**config.mk**
```make
export PLATFORM = sky130hd
export DESIGN_NAME = lru_key_value_cache_unit
export DESIGN_NICKNAME = d
export VERILOG_FILES = /design/src/sv/lkvc_pkg.sv /design/src/sv/lru_key_value_cache_unit.sv /design/src/sv/lkvc_recency.sv
export SDC_FILE = /design/constraint.sdc
export NUM_CORES = 2
export LEC_CHECK = 0
export BUFFER_PORTS_ARGS = -buffer_cell sky130_fd_sc_hd__buf_2
export CAP_MARGIN = 20
export CORE_MARGIN = 4
export CORE_UTILIZATION = 50
export DETAILED_ROUTE_END_ITERATION = 8
export GPL_TIMING_DRIVEN = 1
export PLACE_DENSITY = 0.63
export SLEW_MARGIN = 20
export SYNTH_ARGS = -nofsm -noshare
export SYNTH_HDL_FRONTEND = slang
export SYNTH_HIERARCHICAL = 1
export SYNTH_SLANG_ARGS = --single-unit
```
**constraint.sdc**
```tcl
create_clock -name clk_i -period 17.5 [get_ports clk_i]
set_clock_uncertainty 0.15 [all_clocks]
set_input_delay 2.625 -clock clk_i [delete_from_list [all_inputs] [get_ports clk_i]]
set_output_delay 2.625 -clock clk_i [all_outputs]
set_load 0.05 [all_outputs]
```
**src/sv/lkvc_pkg.sv**
```systemverilog
// ----------------------------------------------------------------------------
// lkvc_pkg
// Shared types and fixed field widths for the LRU key-value cache.
// ----------------------------------------------------------------------------
package lkvc_pkg;

  // Fixed widths of the stream fields.
  localparam int unsigned KEY_W   = 32;
  localparam int unsigned VALUE_W = 32;
  localparam int unsigned LEN_W   = 16;
  localparam int unsigned CAP_W   = 5;

  // Capacity register value after reset.
  localparam logic [CAP_W-1:0] CAP_RESET = 5'd16;

  // Operation codes carried on the slave-side tuser.
  localparam logic CMD_GET = 1'b0;
  localparam logic CMD_PUT = 1'b1;

  // Recency update request from the sequencer.
  typedef struct packed {
    logic en;      // apply an update this cycle
    logic insert;  // new entry: all valid entries age, target becomes valid
  } rank_upd_t;

  // Per-entry status returned for the entry under scan.
  typedef struct packed {
    logic valid;   // entry holds a key
    logic is_lru;  // entry is the least recently used one
  } scan_info_t;

endpackage

```
**src/sv/lru_key_value_cache_unit.sv**
```systemverilog
// ----------------------------------------------------------------------------
// lru_key_value_cache_unit
// Fully associative key-value cache with least-recently-used replacement.
// ----------------------------------------------------------------------------
// Each request scans every entry in turn, one entry a cycle through the single
// key comparator, then writes its result to the master-side output register.
// No new request is taken until that result has been written; a result left
// waiting in the output register holds off the next request.
// Reset: asynchronous, active low; all entries invalid, occupancy zero,
// capacity 16. Key, value and length storage is not cleared.
module lru_key_value_cache_unit import lkvc_pkg::*; #(
  parameter int unsigned ENTRIES   = 16,
  parameter int unsigned KEY_BITS  = 32,
  parameter int unsigned DATA_BITS = 32
) (
  input  logic             clk_i,
  input  logic             rst_ni,
  // Configuration: capacity register.
  input  logic             cfg_valid_i,
  output logic             cfg_ready_o,
  input  logic [CAP_W-1:0] cfg_data_i,
  // Request stream.
  input  logic             s_axis_tvalid,
  output logic             s_axis_tready,
  input  logic [79:0]      s_axis_tdata,   // key [31:0], value [63:32], length [79:64]
  input  logic [0:0]       s_axis_tuser,   // cmd [0]
  // Result stream.
  output logic             m_axis_tvalid,
  input  logic             m_axis_tready,
  output logic [47:0]      m_axis_tdata,   // read_value [31:0], read_length [47:32]
  output logic [1:0]       m_axis_tuser    // hit [0], evicted [1]
);

  // Stored key and data are narrowed to the parameters; the stream fields
  // only ever carry 32 bits of each.
  localparam int unsigned KW    = (KEY_BITS < KEY_W) ? KEY_BITS : KEY_W;
  localparam int unsigned DW    = (DATA_BITS < VALUE_W) ? DATA_BITS : VALUE_W;
  localparam int unsigned MW    = LEN_W + DW + KW;
  localparam int unsigned IDX_W = $clog2(ENTRIES);
  localparam int unsigned OCC_W = $clog2(ENTRIES + 1);
  localparam int unsigned CW    = (OCC_W > CAP_W) ? OCC_W : CAP_W;
  localparam logic [IDX_W-1:0] LAST_IDX = IDX_W'(ENTRIES - 1);

  // Sequencer states.
  localparam logic [1:0] S_IDLE  = 2'd0;
  localparam logic [1:0] S_SCAN  = 2'd1;
  localparam logic [1:0] S_APPLY = 2'd2;

  logic [1:0]       state_q, state_d;
  logic [CAP_W-1:0] cap_q;

  // Request held for the whole operation.
  logic               cmd_q;
  logic [KW-1:0]      key_q;
  logic [DW-1:0]      val_q;
  logic [LEN_W-1:0]   len_q;

  // Scan issue side.
  logic [IDX_W-1:0]   iss_idx_q;
  logic               iss_done_q;
  logic               iss_en;

  // Compare stage: registered memory word and entry status.
  logic [MW-1:0]      mem [ENTRIES];
  logic [MW-1:0]      rdata_q;
  logic               cmp_vld_q;
  logic [IDX_W-1:0]   cmp_idx_q;
  scan_info_t         scan_info;
  scan_info_t         cmp_info_q;
  logic [KW-1:0]      rd_key;
  logic               key_match;

  // Scan results.
  logic               found_q;
  logic [IDX_W-1:0]   found_idx_q;
  logic [DW-1:0]      found_val_q;
  logic [LEN_W-1:0]   found_len_q;
  logic               free_q;
  logic [IDX_W-1:0]   free_idx_q;
  logic [IDX_W-1:0]   lru_idx_q;

  // Apply step.
  logic               fire;
  logic               mem_we;
  logic [IDX_W-1:0]   mem_waddr;
  rank_upd_t          upd;
  logic [IDX_W-1:0]   upd_idx;
  logic [OCC_W-1:0]   occ;
  logic [CW-1:0]      eff_cap;
  logic               room;
  logic               res_hit, res_evicted;
  logic [VALUE_W-1:0] res_val;
  logic [LEN_W-1:0]   res_len;

  // Output register.
  logic               out_vld_q;
  logic               out_hit_q, out_evicted_q;
  logic [VALUE_W-1:0] out_val_q;
  logic [LEN_W-1:0]   out_len_q;

  // --------------------------------------------------------------------------
  // Configuration. Writes must arrive only while the block is idle; the block
  // itself does not enforce this, and the register is always ready.
  // --------------------------------------------------------------------------
  assign cfg_ready_o = 1'b1;

  always_ff @(posedge clk_i or negedge rst_ni) begin
    if (!rst_ni) begin
      cap_q <= CAP_RESET;
    end else if (cfg_valid_i) begin
      cap_q <= cfg_data_i;
    end
  end

  // A capacity of zero behaves as one, and one above the entry count as the
  // entry count.
  always_comb begin
    if (cap_q == '0) begin
      eff_cap = CW'(1);
    end else if (CW'(cap_q) > CW'(ENTRIES)) begin
      eff_cap = CW'(ENTRIES);
    end else begin
      eff_cap = CW'(cap_q);
    end
  end

  assign room = CW'(occ) < eff_cap;

  // --------------------------------------------------------------------------
  // Sequencer. A request is taken only in the idle state; the scan reads one
  // entry a cycle, and the apply step writes the result once the output
  // register can take it.
  // --------------------------------------------------------------------------
  assign s_axis_tready = (state_q == S_IDLE);
  assign iss_en        = (state_q == S_SCAN) && !iss_done_q;
  assign fire          = (state_q == S_APPLY) && (!out_vld_q || m_axis_tready);

  always_comb begin
    state_d = state_q;
    case (state_q)
      S_IDLE: begin
        if (s_axis_tvalid) begin
          state_d = S_SCAN;
        end
      end
      S_SCAN: begin
        if (cmp_vld_q && (cmp_idx_q == LAST_IDX)) begin
          state_d = S_APPLY;
        end
      end
      S_APPLY: begin
        if (fire) begin
          state_d = S_IDLE;
        end
      end
      default: begin
        state_d = S_IDLE;
      end
    endcase
  end

  always_ff @(posedge clk_i or negedge rst_ni) begin
    if (!rst_ni) begin
      state_q    <= S_IDLE;
      iss_idx_q  <= '0;
      iss_done_q <= 1'b0;
      cmp_vld_q  <= 1'b0;
    end else begin
      state_q   <= state_d;
      cmp_vld_q <= iss_en;
      if (s_axis_tvalid && s_axis_tready) begin
        iss_idx_q  <= '0;
        iss_done_q <= 1'b0;
      end else if (iss_en) begin
        if (iss_idx_q == LAST_IDX) begin
          iss_done_q <= 1'b1;
        end else begin
          iss_idx_q <= iss_idx_q + 1'b1;
        end
      end
    end
  end

  // Request capture; the payload needs no reset.
  always_ff @(posedge clk_i) begin
    if (s_axis_tvalid && s_axis_tready) begin
      cmd_q <= s_axis_tuser[0];
      key_q <= s_axis_tdata[KW-1:0];
      val_q <= s_axis_tdata[KEY_W +: DW];
      len_q <= s_axis_tdata[KEY_W+VALUE_W +: LEN_W];
    end
  end

  // --------------------------------------------------------------------------
  // Entry storage: one word per entry holding {length, data, key}, one read
  // port for the scan and one write port for the apply step.
  // --------------------------------------------------------------------------
  always_ff @(posedge clk_i) begin
    if (mem_we) begin
      mem[mem_waddr] <= {len_q, val_q, key_q};
    end
    if (iss_en) begin
      rdata_q <= mem[iss_idx_q];
    end
  end

  always_ff @(posedge clk_i) begin
    if (iss_en) begin
      cmp_idx_q  <= iss_idx_q;
      cmp_info_q <= scan_info;
    end
  end

  // --------------------------------------------------------------------------
  // Shared compare unit. The first matching valid entry is the hit, the
  // lowest invalid entry is the free slot, and the entry whose rank is one
  // below the occupancy is the eviction victim.
  // --------------------------------------------------------------------------
  assign rd_key    = rdata_q[KW-1:0];
  assign key_match = cmp_info_q.valid && (rd_key == key_q);

  always_ff @(posedge clk_i or negedge rst_ni) begin
    if (!rst_ni) begin
      found_q <= 1'b0;
      free_q  <= 1'b0;
    end else if (s_axis_tvalid && s_axis_tready) begin
      found_q <= 1'b0;
      free_q  <= 1'b0;
    end else if (cmp_vld_q) begin
      if (key_match && !found_q) begin
        found_q <= 1'b1;
      end
      if (!cmp_info_q.valid && !free_q) begin
        free_q <= 1'b1;
      end
    end
  end

  always_ff @(posedge clk_i) begin
    if (cmp_vld_q) begin
      if (key_match && !found_q) begin
        found_idx_q <= cmp_idx_q;
        found_val_q <= rdata_q[KW +: DW];
        found_len_q <= rdata_q[KW+DW +: LEN_W];
      end
      if (!cmp_info_q.valid && !free_q) begin
        free_idx_q <= cmp_idx_q;
      end
      if (cmp_info_q.is_lru) begin
        lru_idx_q <= cmp_idx_q;
      end
    end
  end

  // --------------------------------------------------------------------------
  // Apply step. A get hit and a put hit refresh the matching entry, a put
  // miss with room fills the free slot, and any other put miss replaces the
  // least recent entry. When the capacity has been lowered below the
  // occupancy, no entry is dropped; a new key only replaces the oldest one.
  // --------------------------------------------------------------------------
  always_comb begin
    mem_we      = 1'b0;
    mem_waddr   = found_idx_q;
    upd.en      = 1'b0;
    upd.insert  = 1'b0;
    upd_idx     = found_idx_q;
    res_hit     = found_q;
    res_evicted = 1'b0;
    res_val     = '0;
    res_len     = '0;
    if (cmd_q == CMD_GET) begin
      if (found_q) begin
        upd.en  = fire;
        res_val = VALUE_W'(found_val_q);
        res_len = found_len_q;
      end
    end else if (found_q) begin
      mem_we = fire;
      upd.en = fire;
    end else if (room && free_q) begin
      mem_we     = fire;
      mem_waddr  = free_idx_q;
      upd.en     = fire;
      upd.insert = 1'b1;
      upd_idx    = free_idx_q;
    end else if (occ != '0) begin
      mem_we      = fire;
      mem_waddr   = lru_idx_q;
      upd.en      = fire;
      upd_idx     = lru_idx_q;
      res_evicted = 1'b1;
    end
  end

  lkvc_recency #(
    .ENTRIES (ENTRIES)
  ) u_recency (
    .clk_i       (clk_i),
    .rst_ni      (rst_ni),
    .scan_idx_i  (iss_idx_q),
    .scan_info_o (scan_info),
    .upd_i       (upd),
    .upd_idx_i   (upd_idx),
    .occ_o       (occ)
  );

  // --------------------------------------------------------------------------
  // Output register. It holds a finished result until the master-side
  // transfer completes.
  // --------------------------------------------------------------------------
  always_ff @(posedge clk_i or negedge rst_ni) begin
    if (!rst_ni) begin
      out_vld_q <= 1'b0;
    end else if (fire) begin
      out_vld_q <= 1'b1;
    end else if (m_axis_tready) begin
      out_vld_q <= 1'b0;
    end
  end

  always_ff @(posedge clk_i) begin
    if (fire) begin
      out_hit_q     <= res_hit;
      out_evicted_q <= res_evicted;
      out_val_q     <= res_val;
      out_len_q     <= res_len;
    end
  end

  assign m_axis_tvalid = out_vld_q;
  assign m_axis_tdata  = {out_len_q, out_val_q};
  assign m_axis_tuser  = {out_evicted_q, out_hit_q};

  // --------------------------------------------------------------------------
  // Assertions.
  // --------------------------------------------------------------------------
  a_evict_not_hit: assert property (@(posedge clk_i) disable iff (!rst_ni)
    out_vld_q && out_evicted_q |-> !out_hit_q)
    else $error("an eviction was reported together with a hit");

  a_data_only_on_hit: assert property (@(posedge clk_i) disable iff (!rst_ni)
    out_vld_q && ((out_val_q != '0) || (out_len_q != '0)) |-> out_hit_q)
    else $error("read data returned without a hit");

  a_full_scan: assert property (@(posedge clk_i) disable iff (!rst_ni)
    (state_q == S_APPLY) && ($past(state_q) == S_SCAN)
      |-> $past(cmp_vld_q) && ($past(cmp_idx_q) == LAST_IDX))
    else $error("apply step entered before the last entry was compared");

  a_no_accept_busy: assert property (@(posedge clk_i) disable iff (!rst_ni)
    (state_q == S_SCAN) |-> !fire)
    else $error("result written while the scan was still running");

endmodule

```
**src/sv/lkvc_recency.sv**
```systemverilog
// ----------------------------------------------------------------------------
// lkvc_recency
// Valid bits, recency ranks and occupancy of the cache entries.
// ----------------------------------------------------------------------------
module lkvc_recency import lkvc_pkg::*; #(
  parameter int unsigned ENTRIES = 16
) (
  input  logic                               clk_i,
  input  logic                               rst_ni,
  input  logic [$clog2(ENTRIES)-1:0]         scan_idx_i,
  output scan_info_t                         scan_info_o,
  input  rank_upd_t                          upd_i,
  input  logic [$clog2(ENTRIES)-1:0]         upd_idx_i,
  output logic [$clog2(ENTRIES+1)-1:0]       occ_o
);

  localparam int unsigned IDX_W = $clog2(ENTRIES);
  localparam int unsigned RK_W  = $clog2(ENTRIES);
  localparam int unsigned OCC_W = $clog2(ENTRIES + 1);

  logic [ENTRIES-1:0] valid_q;
  logic [RK_W-1:0]    rank_q [ENTRIES];
  logic [OCC_W-1:0]   occ_q;
  logic [RK_W:0]      thr;

  // Entries more recent than the threshold age by one. An insert ages every
  // valid entry.
  assign thr = upd_i.insert ? (RK_W+1)'(ENTRIES) : (RK_W+1)'(rank_q[upd_idx_i]);

  always_ff @(posedge clk_i or negedge rst_ni) begin
    if (!rst_ni) begin
      valid_q <= '0;
      occ_q   <= '0;
      for (int i = 0; i < ENTRIES; i++) begin
        rank_q[i] <= '0;
      end
    end else if (upd_i.en) begin
      for (int i = 0; i < ENTRIES; i++) begin
        if (IDX_W'(i) == upd_idx_i) begin
          rank_q[i] <= '0;
        end else if (valid_q[i] && ((RK_W+1)'(rank_q[i]) < thr)) begin
          rank_q[i] <= rank_q[i] + 1'b1;
        end
      end
      if (upd_i.insert) begin
        valid_q[upd_idx_i] <= 1'b1;
        occ_q              <= occ_q + 1'b1;
      end
    end
  end

  // Valid ranks are always 0 .. occupancy-1, so the oldest entry holds the
  // rank one below the occupancy.
  assign scan_info_o.valid  = valid_q[scan_idx_i];
  assign scan_info_o.is_lru = valid_q[scan_idx_i]
                              && (OCC_W'(rank_q[scan_idx_i]) == (occ_q - 1'b1));
  assign occ_o = occ_q;

  a_occ_counts_valid: assert property (@(posedge clk_i) disable iff (!rst_ni)
    $countones(valid_q) == occ_q)
    else $error("occupancy does not match the number of valid entries");

  a_insert_free_slot: assert property (@(posedge clk_i) disable iff (!rst_ni)
    upd_i.en && upd_i.insert |-> !valid_q[upd_idx_i])
    else $error("insert targets an entry that is already valid");

  a_occ_bounded: assert property (@(posedge clk_i) disable iff (!rst_ni)
    occ_q <= OCC_W'(ENTRIES))
    else $error("occupancy exceeds the number of entries");

endmodule
```
==> results.cfg <==
[run_status]
outcome = complete, no violations

[timing]
fin_crit_ns = 6.94
slew_viol_final = 0
finalHoldViolations = 0
slew_headroom_pct = 26.8
worst_pin_slew_ns = 1.10
tns_ns = 0
period_share_pct = 39.6
fmax_mhz = 144
setup_viol = 0
rsz0062_at_grt = false

[place]
place_hpwl_microns = 81500
port_buffers = 142
globalplace.congestion = 0.830
place_area_sq_um = 68400
placed_cells = 4870

[synth]
synth_edf_count = 1557
synth_cell_types = 79
synth_seq_area_share_pct = 75.4
yosys_warnings = 6
synth_top_family_by_area = multiplexers
synth_fp_nets = 3222
syn_area_sq_um = 65300
synthFlopType = edfxtp_1
synth_xor_area_share_pct = 0.603
async_reset_ff_share_pct = 6.09
synth_compound_area_share_pct = 3.00
ys_seq_elements = 1658
postSynthCellCount = 3060
synthAdderAreaFrac_pct = 1.36
avgSynthCellArea_sq_um = 21.4
synthSimpleGateAreaFrac_pct = 3.01
synthMuxAreaShare_pct = 15.5

[cells_and_area]
regArea_sq_um = 49300
nFillCells = 9415
fin_area_sq_um = 73800
synthToLayoutAreaGrowth_pct = 13.0
final_core_util_pct = 56.9
layout.cells.non_filler = 5174
multiInputGateArea_sq_um = 15500
final_cell_mix = 1,557 x edfxtp_1, 435 x mux4_2, 166 x clkbuf_16
final_common_cell = edfxtp_1
diodes = 0
final_nets = 3460
layout-drive-gt1-share_pct = 27.3

[power_and_ir_drop]
vdd_ir_drop_max_v = 0.000121
power.leakage_nw = 23.9
power.density_nw_per_um2 = 132
power.total_mw = 9.72

[routing]
routed_wl_microns = 147000
firstDrtPassIters = 6
ant_nets = 0
first_iter_violations = 3286
wl_per_cell_microns = 28.5
drc = 0
vias = 31800
viasPerCell = 6.14

[die]
pin_count = 144
core_sq_um = 130000
dieArea_sq_um = 137000
initial_core_util_pct = 50.4
rows = 132
die_h_microns = 370
fp.dieW_microns = 370

[worst_setup_path]
crit_start = m_axis_tready
cp_data_required_time_ns = 17.75
criticalPathCategory = input port to flip-flop
r2r-start = cap_q[4]
worstPathArrival_ns = 7.19
crit_path_max_fanout = 41
start_kind = input port
crit_path_end_kind = flip-flop

[clocking]
path_clk_slew_ns = 0.06
post_cts_buffers = 0
cts_buffers = 166
ctsHoldBuffers = 0
clkLatencyLatePin_ns = 0.79
cts-htree-levels = 4
post_cts_resized = 0
cts_max_path_buffers = 3
tritoncts_num_sinks = 1658
cts_tree = yes
root_buffer = clkbuf_16

[global_routing]
grt_usage_pct = 21.8
antenna_found_initial = 6
grt_pass1_vias = 33300
grt_overflow_total = 0
grt_max_degree = 103
grt_pass1_wl_microns = 220000

[run]
drv_cap = 0

[hold_path]
min_path_type = flip-flop to flip-flop
hold_path_startpoint = rdata_q[76]
sequential cells by signal, indices dropped and copies added, names as in the netlist, 5 cells and up:
signal,cells
len_q,16
key_q,32
out_val_q,32
found_val_q,32
u_recency/valid_q,16
val_q,32
u_recency/occ_o,5
u_recency/rank_q,64
cap_q,5
out_len_q,16
rdata_q,80
mem,1280
found_len_q,16
area by class of cell:
class / instances / share of cell area, %
Sequential cell: 1658 / 66.8
Clock inverter: 103 / 1.50
Clock buffer: 199 / 5.82
Inverter: 28 / 0.142
Timing Repair Buffer: 211 / 1.83
Multi-Input combinational cell: 1233 / 21.0
Tap cell: 1742 / 2.95
worst max-delay path, stage by stage:
cell	delay, ns
buf_2	0.07
nand2b_1	0.15
nor2b_4	0.88
buf_4	0.59
and2_1	0.26
o21ai_0	0.14
a211o_1	0.41
nor2_4	0.74
buf_4	0.52
buf_4	0.73
cells by family after synthesis:
group                      count (synthesis)
DFF                                     1658
muxes                                    466
and+or+nand+nor                          359
AOI/OAI and AO/OA                        291
buffers and inverters                    169
adders and majority gates                 71
xor gates and xnor gates                  45
other                                      1
where the power goes:
| group | leakage [nW] | internal [mW] | switching, mW | total [mW] |
|---|---|---|---|---|
| combinational | 5.95 | 0.968 | 0.824 | 1.79 |
| clock | 2.63 | 2.03 | 1.48 | 3.50 |
| sequential | 15.3 | 4.34 | 0.0844 | 4.43 |
final timing paths:
kind                                             end  slack, ns  cells past startpoint
worst max-delay path                      mem[5][59]      10.56                     10
worst min-delay path                 found_len_q[12]       0.26                      0
worst max register to register   u_recency/rank_q[3]      11.04                     20
worst min register to register       found_len_q[12]       0.26                      0
max in group asynchronous               iss_idx_q[1]      14.19                      2
min in group asynchronous       u_recency/rank_q[58]       1.73                      1
per-layer routing:
layer	up-vias	share of wire (%)	GRT usage, %
met5	-	0	0
met4	0	2.3	5.84
met3	261	6.4	3.69
met2	1249	50	35.8
met1	17000	42	30.8
li1	13300	-	-
Yosys cell counts, types with 4 or more instances:
cell | count | area [sq um]
buf_1 | 13 | 48.8
a31oi_1 | 13 | 81.3
ha_1 | 71 | 888
buf_2 | 41 | 205
or2_0 | 7 | 43.8
o21ai_0 | 61 | 305
inv_1 | 27 | 101
nand2b_1 | 26 | 163
o311ai_2 | 4 | 65.1
clkbuf_1 | 78 | 293
mux4_2 | 435 | 9800
nand4b_1 | 8 | 70.1
and3_1 | 8 | 50.1
nor2b_1 | 11 | 68.8
nand2_1 | 84 | 315
o32ai_1 | 4 | 35.0
xor2_1 | 28 | 245
buf_4 | 6 | 45.0
dfrtp_1 | 100 | 2500
a32o_1 | 7 | 70.1
o21a_1 | 11 | 82.6
xnor2_1 | 17 | 149
o31ai_1 | 5 | 37.5
a211oi_1 | 4 | 30.0
and4b_1 | 11 | 110
nand3_1 | 23 | 115
nor3b_1 | 10 | 75.1
mux2_2 | 5 | 56.3
nand4_1 | 15 | 93.8
a21o_1 | 26 | 195
o21bai_1 | 6 | 45.0
o22ai_1 | 7 | 43.8
o21ai_1 | 8 | 40.0
mux2i_1 | 24 | 240
nor4_1 | 11 | 68.8
o211ai_1 | 10 | 75.1
a21oi_1 | 78 | 390
and2_1 | 53 | 332
a41o_1 | 4 | 40.0
edfxtp_1 | 1557 | 46800
nor3_1 | 19 | 95.1
a22o_1 | 11 | 96.3
nor2_1 | 52 | 195
per-stage QoR:
step	setup WS, ns	hold WS (ns)
CTS	10.51	0.269
detailed placement	9.67	0.255
global placement	9.77	0.253
global route	10.30	0.274
finish	10.56	0.265
floorplan	7.63	0.250
Power figures use the tool's default switching activity.
